==> src/piecewise_linear_calibration_assert.svh <==
// Assertion macros for the piecewise-linear calibration block.
// Included by the RTL files that check their own logic; expects clk and rst in scope.
`ifndef PIECEWISE_LINEAR_CALIBRATION_ASSERT_SVH
`define PIECEWISE_LINEAR_CALIBRATION_ASSERT_SVH
`ifndef SYNTHESIS
// Condition that must hold at every clock edge outside reset
`define PLC_ASSERT(name, cond) \
  name: assert property (@(posedge clk) disable iff (rst) (cond)) \
    else $error("plc check failed");
// Condition in one cycle that implies another in the next cycle
`define PLC_ASSERT_NEXT(name, pre, post) \
  name: assert property (@(posedge clk) disable iff (rst) (pre) |=> (post)) \
    else $error("plc check failed");
`else
`define PLC_ASSERT(name, cond)
`define PLC_ASSERT_NEXT(name, pre, post)
`endif
`endif

==> src/plc_pkg.sv <==
// Package for the piecewise-linear calibration block: breakpoint tables, widths,
// direction codes and the bus that runs down the cell chain. No dependencies.
`default_nettype none

package plc_pkg;

  localparam int STORED_POINTS = 28;
  localparam int CODE_W        = 8;
  localparam int KEY_W         = 16;
  localparam int COUNT_W       = 15;
  localparam int SLOPE_W       = 9;
  localparam int RESULT_W      = 15;

  // Conversion direction, carried in tuser
  localparam logic KIND_CODE_TO_COUNT = 1'b0;
  localparam logic KIND_COUNT_TO_CODE = 1'b1;

  localparam logic [RESULT_W-1:0] COUNT_FULL_SCALE = 15'h7FFF;
  localparam logic [CODE_W-1:0]   CODE_FULL_SCALE  = 8'd255;

  localparam logic [CODE_W-1:0] CODE_POINTS [STORED_POINTS] = '{
    8'd0,   8'd5,   8'd10,  8'd15,  8'd20,  8'd25,  8'd30,  8'd35,  8'd40,  8'd45,
    8'd50,  8'd55,  8'd60,  8'd65,  8'd70,  8'd75,  8'd80,  8'd85,  8'd90,  8'd95,
    8'd100, 8'd105, 8'd110, 8'd120, 8'd130, 8'd140, 8'd150, 8'd160
  };

  localparam logic [COUNT_W-1:0] COUNT_POINTS [STORED_POINTS] = '{
    15'd0,     15'd314,   15'd839,   15'd1965,  15'd3079,  15'd4365,  15'd5815,
    15'd7407,  15'd9108,  15'd10997, 15'd12747, 15'd14861, 15'd16575, 15'd18008,
    15'd19451, 15'd20622, 15'd21763, 15'd22803, 15'd23506, 15'd24264, 15'd25050,
    15'd25668, 15'd26277, 15'd27385, 15'd28062, 15'd28456, 15'd28839, 15'd29137
  };

  // Truncated slope of the segment that ends at each breakpoint (first entry unused)
  localparam logic [SLOPE_W-1:0] SEG_SLOPES [STORED_POINTS] = '{
    9'd0,   9'd62,  9'd105, 9'd225, 9'd222, 9'd257, 9'd290, 9'd318, 9'd340, 9'd377,
    9'd350, 9'd422, 9'd342, 9'd286, 9'd288, 9'd234, 9'd228, 9'd208, 9'd140, 9'd151,
    9'd157, 9'd123, 9'd121, 9'd110, 9'd67,  9'd39,  9'd38,  9'd29
  };

  // Request travelling down the breakpoint chain
  typedef struct packed {
    logic               valid;
    logic               kind;
    logic [KEY_W-1:0]   key;
    logic               done;    // segment or exact match found
    logic               interp;  // interpolation needed
    logic [CODE_W-1:0]  lo_code;
    logic [COUNT_W-1:0] lo_count;
    logic [SLOPE_W-1:0] slope;
  } cell_bus_t;

endpackage

`default_nettype wire

==> src/plc_cell.sv <==
// One breakpoint cell of the calibration chain: compares the request with its
// breakpoint and passes it on, registered. Depends on plc_pkg.
`default_nettype none

module plc_cell #(
  parameter int INDEX = 0
) (
  input  wire logic              clk,
  input  wire logic              rst,
  input  wire plc_pkg::cell_bus_t bus_in,
  output plc_pkg::cell_bus_t     bus_out
);

  localparam int LO_IDX = (INDEX == 0) ? 0 : INDEX - 1;

  localparam logic [plc_pkg::CODE_W-1:0]  PT_CODE  = plc_pkg::CODE_POINTS[INDEX];
  localparam logic [plc_pkg::COUNT_W-1:0] PT_COUNT = plc_pkg::COUNT_POINTS[INDEX];
  localparam logic [plc_pkg::CODE_W-1:0]  LO_CODE  = plc_pkg::CODE_POINTS[LO_IDX];
  localparam logic [plc_pkg::COUNT_W-1:0] LO_COUNT = plc_pkg::COUNT_POINTS[LO_IDX];
  localparam logic [plc_pkg::SLOPE_W-1:0] SLOPE    = plc_pkg::SEG_SLOPES[INDEX];

  plc_pkg::cell_bus_t             bus_next;
  logic [plc_pkg::KEY_W-1:0]      point_key;

  // Compare with this breakpoint in the selected direction
  always_comb begin
    bus_next = bus_in;
    if (bus_in.kind == plc_pkg::KIND_COUNT_TO_CODE) begin
      point_key = {1'b0, PT_COUNT};
    end else begin
      point_key = {8'd0, PT_CODE};
    end
    if (bus_in.valid && !bus_in.done) begin
      if (point_key == bus_in.key) begin
        bus_next.done     = 1'b1;
        bus_next.interp   = 1'b0;
        bus_next.lo_code  = PT_CODE;
        bus_next.lo_count = PT_COUNT;
      end else if (point_key > bus_in.key) begin
        bus_next.done = 1'b1;
        if (INDEX == 0) begin
          // below the first breakpoint: return its paired value
          bus_next.interp   = 1'b0;
          bus_next.lo_code  = PT_CODE;
          bus_next.lo_count = PT_COUNT;
        end else begin
          bus_next.interp   = 1'b1;
          bus_next.lo_code  = LO_CODE;
          bus_next.lo_count = LO_COUNT;
          bus_next.slope    = SLOPE;
        end
      end
    end
  end

  // Hand the request to the next cell
  always_ff @(posedge clk) begin
    if (rst) begin
      bus_out.valid <= 1'b0;
    end else begin
      bus_out <= bus_next;
    end
  end

endmodule

`default_nettype wire

==> src/plc_div.sv <==
// Restoring divider, one quotient bit per cycle, for the count-to-current path.
// Depends on plc_pkg for operand widths.
`default_nettype none

module plc_div (
  input  wire logic                        clk,
  input  wire logic                        rst,
  input  wire logic                        start,
  input  wire logic [plc_pkg::KEY_W-1:0]   dividend,
  input  wire logic [plc_pkg::SLOPE_W-1:0] divisor,
  output logic                             done,
  output logic [plc_pkg::KEY_W-1:0]        quotient
);

  localparam int STEPS = plc_pkg::KEY_W;
  localparam int CNT_W = $clog2(STEPS + 1);

  logic                         busy;
  logic [CNT_W-1:0]             cnt;
  logic [plc_pkg::SLOPE_W-1:0]  rem;
  logic [plc_pkg::SLOPE_W-1:0]  dsr;
  logic [plc_pkg::SLOPE_W:0]    shifted;
  logic [plc_pkg::SLOPE_W:0]    trial;
  logic                         ge;

  // Shift in the next dividend bit and try the subtraction
  always_comb begin
    shifted = {rem, quotient[plc_pkg::KEY_W-1]};
    trial   = shifted - {1'b0, dsr};
    ge      = (shifted >= {1'b0, dsr});
  end

  // Control: step count and completion pulse
  always_ff @(posedge clk) begin
    if (rst) begin
      busy <= 1'b0;
      done <= 1'b0;
      cnt  <= '0;
    end else begin
      done <= 1'b0;
      if (start) begin
        busy <= 1'b1;
        cnt  <= CNT_W'(STEPS);
      end else if (busy) begin
        cnt <= cnt - 1'b1;
        if (cnt == CNT_W'(1)) begin
          busy <= 1'b0;
          done <= 1'b1;
        end
      end
    end
  end

  // Datapath: remainder and quotient shift register
  always_ff @(posedge clk) begin
    if (start) begin
      quotient <= dividend;
      rem      <= '0;
      dsr      <= divisor;
    end else if (busy) begin
      quotient <= {quotient[plc_pkg::KEY_W-2:0], ge};
      rem      <= ge ? trial[plc_pkg::SLOPE_W-1:0] : shifted[plc_pkg::SLOPE_W-1:0];
    end
  end

endmodule

`default_nettype wire

==> src/piecewise_linear_calibration.sv <==
// Piecewise-linear calibration between current code and accumulated ADC count.
// Block use:
//   Input stream s_axis: tuser selects the direction (0: current code to count,
//   1: count to current code), tdata carries current_code and adc_count.
//   Output stream m_axis: tdata carries result_value, tuser carries overrange.
//   One request is converted at a time. It runs down a chain of one cell per
//   breakpoint (TABLE_POINTS, clamped to 2..28), one cell per cycle, then the
//   controller picks the outcome in S_SCAN. Current-to-count interpolation adds
//   a multiply state; count-to-current interpolation runs a bit-serial divider.
//   The next request is taken the cycle after the result enters the output
//   register. Reset clears the chain, the controller and the output valid; no
//   table needs clearing. A stalled receiver holds the result in the output
//   register; one further request may then be converted and waits until the
//   register frees.
// Depends on plc_pkg, plc_cell, plc_div and the assertion macro header.
`default_nettype none
`include "piecewise_linear_calibration_assert.svh"

module piecewise_linear_calibration #(
  parameter int TABLE_POINTS = 28
) (
  input  wire logic        clk,
  input  wire logic        rst,
  input  wire logic        s_axis_tvalid,
  output logic             s_axis_tready,
  input  wire logic [23:0] s_axis_tdata,   // [7:0] current_code, [23:8] adc_count
  input  wire logic        s_axis_tuser,   // [0] kind
  output logic             m_axis_tvalid,
  input  wire logic        m_axis_tready,
  output logic [15:0]      m_axis_tdata,   // [14:0] result_value, [15] zero
  output logic             m_axis_tuser    // [0] overrange
);

  localparam int USED_POINTS =
    (TABLE_POINTS > plc_pkg::STORED_POINTS) ? plc_pkg::STORED_POINTS :
    ((TABLE_POINTS < 2) ? 2 : TABLE_POINTS);

  typedef enum logic [4:0] {
    S_IDLE = 5'b00001,
    S_SCAN = 5'b00010,
    S_MUL  = 5'b00100,
    S_DIV  = 5'b01000,
    S_HOLD = 5'b10000
  } state_t;

  state_t                           state, state_next;
  plc_pkg::cell_bus_t               chain [USED_POINTS+1];
  plc_pkg::cell_bus_t               tail;
  plc_pkg::cell_bus_t               seg, seg_next;
  logic [plc_pkg::RESULT_W-1:0]     res, res_next;
  logic                             ovr, ovr_next;
  logic                             accept;
  logic                             out_load;
  logic                             div_start;
  logic                             div_done;
  logic [plc_pkg::KEY_W-1:0]        div_q;
  logic [plc_pkg::KEY_W-1:0]        div_dividend;
  logic [plc_pkg::CODE_W-1:0]       code_diff;
  logic [plc_pkg::CODE_W+plc_pkg::SLOPE_W-1:0] product;
  logic [plc_pkg::CODE_W-1:0]       code_sum;

  assign s_axis_tready = (state == S_IDLE);
  assign accept        = s_axis_tvalid && s_axis_tready;
  assign tail          = chain[USED_POINTS];

  // Build the request at the head of the chain
  always_comb begin
    chain[0]          = '0;
    chain[0].valid    = accept;
    chain[0].kind     = s_axis_tuser;
    if (s_axis_tuser == plc_pkg::KIND_COUNT_TO_CODE) begin
      chain[0].key = s_axis_tdata[23:8];
    end else begin
      chain[0].key = {8'd0, s_axis_tdata[7:0]};
    end
  end

  // One cell per breakpoint
  for (genvar g = 0; g < USED_POINTS; g++) begin : g_cell
    plc_cell #(
      .INDEX (g)
    ) u_cell (
      .clk     (clk),
      .rst     (rst),
      .bus_in  (chain[g]),
      .bus_out (chain[g+1])
    );
  end

  assign div_dividend = tail.key - {1'b0, tail.lo_count};

  plc_div u_div (
    .clk      (clk),
    .rst      (rst),
    .start    (div_start),
    .dividend (div_dividend),
    .divisor  (tail.slope),
    .done     (div_done),
    .quotient (div_q)
  );

  // Interpolation arithmetic
  always_comb begin
    code_diff = seg.key[plc_pkg::CODE_W-1:0] - seg.lo_code;
    product   = code_diff * seg.slope;
    code_sum  = seg.lo_code + div_q[plc_pkg::CODE_W-1:0];
  end

  assign out_load = (state == S_HOLD) && (!m_axis_tvalid || m_axis_tready);

  // Controller: pick the outcome at the chain end, then interpolate
  always_comb begin
    state_next = state;
    seg_next   = seg;
    res_next   = res;
    ovr_next   = ovr;
    div_start  = 1'b0;
    unique case (state)
      S_IDLE: begin
        if (accept) begin
          state_next = S_SCAN;
        end
      end
      S_SCAN: begin
        if (tail.valid) begin
          seg_next = tail;
          ovr_next = 1'b0;
          priority if (!tail.done) begin
            ovr_next   = 1'b1;
            res_next   = (tail.kind == plc_pkg::KIND_COUNT_TO_CODE) ?
                         {7'd0, plc_pkg::CODE_FULL_SCALE} : plc_pkg::COUNT_FULL_SCALE;
            state_next = S_HOLD;
          end else if (!tail.interp) begin
            res_next   = (tail.kind == plc_pkg::KIND_COUNT_TO_CODE) ?
                         {7'd0, tail.lo_code} : tail.lo_count;
            state_next = S_HOLD;
          end else if (tail.kind == plc_pkg::KIND_CODE_TO_COUNT) begin
            state_next = S_MUL;
          end else if (tail.slope == '0) begin
            res_next   = {7'd0, tail.lo_code};
            state_next = S_HOLD;
          end else begin
            div_start  = 1'b1;
            state_next = S_DIV;
          end
        end
      end
      S_MUL: begin
        res_next   = plc_pkg::RESULT_W'({2'b00, seg.lo_count} + product);
        state_next = S_HOLD;
      end
      S_DIV: begin
        if (div_done) begin
          res_next   = {7'd0, code_sum};
          state_next = S_HOLD;
        end
      end
      S_HOLD: begin
        if (out_load) begin
          state_next = S_IDLE;
        end
      end
      default: begin
        state_next = S_IDLE;
      end
    endcase
  end

  // Control registers
  always_ff @(posedge clk) begin
    if (rst) begin
      state <= S_IDLE;
    end else begin
      state <= state_next;
    end
  end

  // Working registers
  always_ff @(posedge clk) begin
    seg <= seg_next;
    res <= res_next;
    ovr <= ovr_next;
  end

  // Output register: load a finished result, drop valid once taken
  always_ff @(posedge clk) begin
    if (rst) begin
      m_axis_tvalid <= 1'b0;
    end else if (out_load) begin
      m_axis_tvalid <= 1'b1;
    end else if (m_axis_tready) begin
      m_axis_tvalid <= 1'b0;
    end
  end

  always_ff @(posedge clk) begin
    if (out_load) begin
      m_axis_tdata <= {1'b0, res};
      m_axis_tuser <= ovr;
    end
  end

  `PLC_ASSERT(a_state_onehot, $onehot(state))
  `PLC_ASSERT(a_tail_in_scan, !tail.valid || state == S_SCAN)
  `PLC_ASSERT(a_div_done_in_div, !div_done || state == S_DIV)
  `PLC_ASSERT_NEXT(a_accept_enters_chain, accept, chain[1].valid)
  `PLC_ASSERT(a_overrange_full_scale, !(m_axis_tvalid && m_axis_tuser) ||
              m_axis_tdata[14:0] == plc_pkg::COUNT_FULL_SCALE || m_axis_tdata[14:0] == 15'd255)

endmodule

`default_nettype wire

==> config.mk <==
export PLATFORM = sky130hd
export DESIGN_NAME = piecewise_linear_calibration
export DESIGN_NICKNAME = d
export VERILOG_FILES = /design/src/plc_pkg.sv /design/src/plc_cell.sv /design/src/plc_div.sv /design/src/piecewise_linear_calibration.sv
export VERILOG_INCLUDE_DIRS = /design/src /design/src/src
export SDC_FILE = /design/constraint.sdc
export NUM_CORES = 2
export LEC_CHECK = 0
export BUFFER_PORTS_ARGS = -buffer_cell sky130_fd_sc_hd__buf_2
export CORE_UTILIZATION = 47
export DETAILED_ROUTE_END_ITERATION = 8
export GPL_ROUTABILITY_DRIVEN = 0
export GPL_TIMING_DRIVEN = 0
export MAX_ROUTING_LAYER = met4
export PLACE_DENSITY = 0.65
export SLEW_MARGIN = 0
export SYNTH_ARGS = -nofsm -noshare
export SYNTH_HDL_FRONTEND = slang
export SYNTH_SLANG_ARGS = --single-unit
==> constraint.sdc <==
create_clock -name clk -period 90.1 [get_ports clk]
set_clock_uncertainty 0.05 [all_clocks]
set_input_delay 9.01 -clock clk [delete_from_list [all_inputs] [get_ports clk]]
set_output_delay 9.01 -clock clk [all_outputs]
set_load 0.005 [all_outputs]
==> impl_results.md <==
* Status: finished, final reports clean
* Global Route Usage Sum at 18.0%
* Main flop type after synthesis: edfxtp_1
* Ys Warns at 0
* Final Hold Violating Endpoints at 0
* Ys async rst share at 0%
* Grt total ovfl at 0
* Syn Area/Cell at 14.3 sq um
* Critical Path RT at 90450 ps
* Via count at 31800
* Die width at 359 um
* Hold Startpoint: res[6]
* RSZ-0062 raised after global routing: no
* Synth area leader: edfxtp_1
* CTS tree: yes
* Worst reg2reg startpoint: seg[25]
* Design area at 67100 sq um
* Crit path top cell by count: buf_16
* Register area share after synthesis at 69.3%
* Setup Fix Bufs, Post-CTS at 0
* Post-route DRC at 0
* Core area at 126000 sq um
* Proportion of layout cells with a drive suffix above 1 at 8.04%
* Final min period at 11860 ps
* CP Max Fanout at 104
* Synth top area share at 67.6%
* Initial antenna violation count at 1
* Area grow syn2layout at 12.2%
* Max frequency at 0.0843 GHz
* Synth cell types at 88
* Final slew viol count at 0
* Crit end category: flip-flop
* Final period util at 13.2%
* # H-tree levels at 4
* Slew @ Worst Pin at 1350 ps
* Filler cells at 10300
* Setup-failing EPs final at 0
* Finished Core Util at 53.3%
* Nature of the critical path startpoint: input pin
* DRT Wirelength at 110 mm
* Routed WL per cell at 17.8 um
* Die Y-Extent at 359 um
* Initial Utilization at 47.5%
* Syn Nets at 4546
* Synth area leaders: edfxtp_1, ha_1, inv_1
* Setup_tns at 0 ps
* Global-route wire length before repair at 173 mm
* I/O Buffers at 45
* Vias per std cell at 5.15
* Antenna viol nets, final at 0
* Post-cts resize count at 0
* CTS Buf Count at 145
* Maximum VDD drop at 0.0000217 V
* Mapped cell area at 59800 sq um
* Vias in the first global route at 32000
* Iteration-0 DRC Markers at 2233
* Inserted Diodes at 0
* Reg2Reg Depth at 23
* Max-capacitance violation count at 0
* Worst Hold Endpoint: m_axis_tdata[6]
* Core Rows at 130
* Clock sink total at 1397
* Hold buffers post-CTS at 0
* Final HPWL DP at 78.8 mm
* Worst-skew pair later-pin latency at 770 ps
* Slew margin rel. at 9.69%
* Crit path DAT at 12210 ps
* Placed cell area at 62400 sq um
* CP max-delay cell: inv_8
* DP Worst Slack at 77410 ps
* PD cells at 21.0 nW/um^2
* # nets final at 4749
* Drt first pass iters at 7
* Clk buf depth at 3
* Number of flops mapped to enable cells by yosys at 1347
* R2R Setup Slk at 83530 ps
* LEAKAGE at 26.0 nW
* Flops & latches, synth at 1397
* Critical Path Max Stage Delay at 700 ps
* Ordered cell list for the critical path: clkbuf_1 -> inv_8 -> buf_16 -> buf_16 -> buf_16 -> buf_16
* Syn Inst Count at 4194
* Hold Crit Depth at 0
* I/O Pins at 48
* Root Driver: clkbuf_16
* Largest net degree at the start of global routing at 144
* WS Path Type: input pin to flip-flop
* Die area at 129000 sq um
* Clk slew on worst S/H paths at 60 ps
* Worst Hold Class: flip-flop to flip-flop
* Worst setup margin at 78240 ps
* Worst r2r dst: res[14]
-- cell type report --
| class | count | area (sq um) | area share, % |
|---|---|---|---|
| Sequential cell | 1397 | 41400 | 61.8 |
| Multi-Input combinational cell | 2278 | 16400 | 24.4 |
| Clock buffer | 191 | 3850 | 5.74 |
| Tap cell | 1650 | 2060 | 3.08 |
| Inverter | 422 | 1590 | 2.37 |
| Clock inverter | 74 | 815 | 1.21 |
| Timing Repair Buffer | 56 | 520 | 0.776 |
| Buffer | 97 | 394 | 0.588 |
-- state kept, by name, summed over array words and instances, names as in the netlist --
name	count
seg	40
state	5
m_axis_tdata	15
u_div.busy	1
m_axis_tvalid	1
g_cell.u_cell.bus_out	1278
u_div.rem	9
u_div.done	1
u_div.quotient	16
res	15
ovr	1
m_axis_tuser	1
u_div.cnt	5
u_div.dsr	9
-- critical path, delay by kind of cell --
family	cells	cell delay, ps
buf+inv	6	2900
-- cells in the mapped netlist (all sizes together), types with 14 or more instances --
library cell and n:
nand3b 34, dfxtp 50, clkbuf 77, or3 39, nand2b 175, a21boi 36, o21ai 106, o21bai 31
and2 185, and3 35, or2 68, fa 59, nor4b 16, nand4 35, a31oi 20, ha 264
nor2b 130, nor4 27, edfxtp 1347, o31ai 14, a21oi 134, xnor2 26, buf 20, o21a 88
inv 421, nand3 43, xor2 14, nand2 159, nor3 42, nor2 218, a21o 126
-- placed cells by master (no fill, tap or decap), types with 26 or more instances in the layout --
cell and count:
ha_1 264, a21boi_0 34, nor3_1 42, or3_1 38, buf_2 59, a21oi_1 134
o21a_1 88, nand2_1 159, nand3b_1 34, clkbuf_1 118, nand4_1 35, and3_1 35
nor2_1 214, edfxtp_1 1347, a21o_1 126, inv_1 420, nand3_1 43, nor2b_1 129
xnor2_1 26, and2_1 184, o21ai_0 98, o21bai_1 31, nor4_1 26, dfxtp_1 50
fa_1 59, or2_2 54, clkinv_1 28, nand2b_1 174, clkbuf_16 146
-- stage by stage --
step | std cells | hold WS (ps) | power (mW)
after CTS | 6165 | 368 | 1.42
after global placement | 5889 | 356 | 0.875
after detailed placement | 5900 | 355 | 0.839
after floorplan | 4194 | 350 | 0.844
after global routing | 6165 | 381 | 1.46
final | 6165 | 368 | 1.41
-- worst max path at each step --
stage	startpoint	end	slack, ps	cells past startpoint
2_1_floorplan	rst	g_cell[0].u_cell.bus_out[33]	55310	2
3_3_place_gp	rst	g_cell[15].u_cell.bus_out[4]	46720	2
3_5_place_dp	rst	g_cell[18].u_cell.bus_out[1]	77410	6
4_1_cts	rst	g_cell[18].u_cell.bus_out[5]	78250	6
5_1_grt	rst	g_cell[18].u_cell.bus_out[2]	78050	6
6_report	rst	g_cell[18].u_cell.bus_out[2]	78240	6
-- cell families (layout without fill, tap and decap cells) --
logic type      after synthesis  count (layout)  share of synthesized area, %
simple gates               1265            1265                          11.9
mux                           9               9                         0.169
buf+inv                     519             840                          3.31
flops                      1397            1397                          69.3
fa+ha+maj                   323             323                          7.50
xor+xnor                     40              40                         0.586
other cells                   1               1                       0.00627
compound gates              640             640                          7.22
-- report_power, final --
group	internal, mW	switching, mW	total, mW	leakage (nW)
clock	0.336	0.247	0.583	2.24
sequential	0.750	0.0157	0.766	13.5
combinational	0.0243	0.0350	0.0593	10.2
total	1.11	0.298	1.41	26.0
-- metal layers --
| metal | vias to the layer above | wire length [um] | global-route usage, % |
|---|---|---|---|
| li1 | 15600 | - | - |
| met1 | 15400 | 45100 | 20.8 |
| met2 | 600 | 58000 | 31.8 |
| met3 | 190 | 4300 | 2.90 |
| met4 | 0 | 2570 | 5.72 |
| met5 | - | 0 | - |
Power figures use the tool's default switching activity.
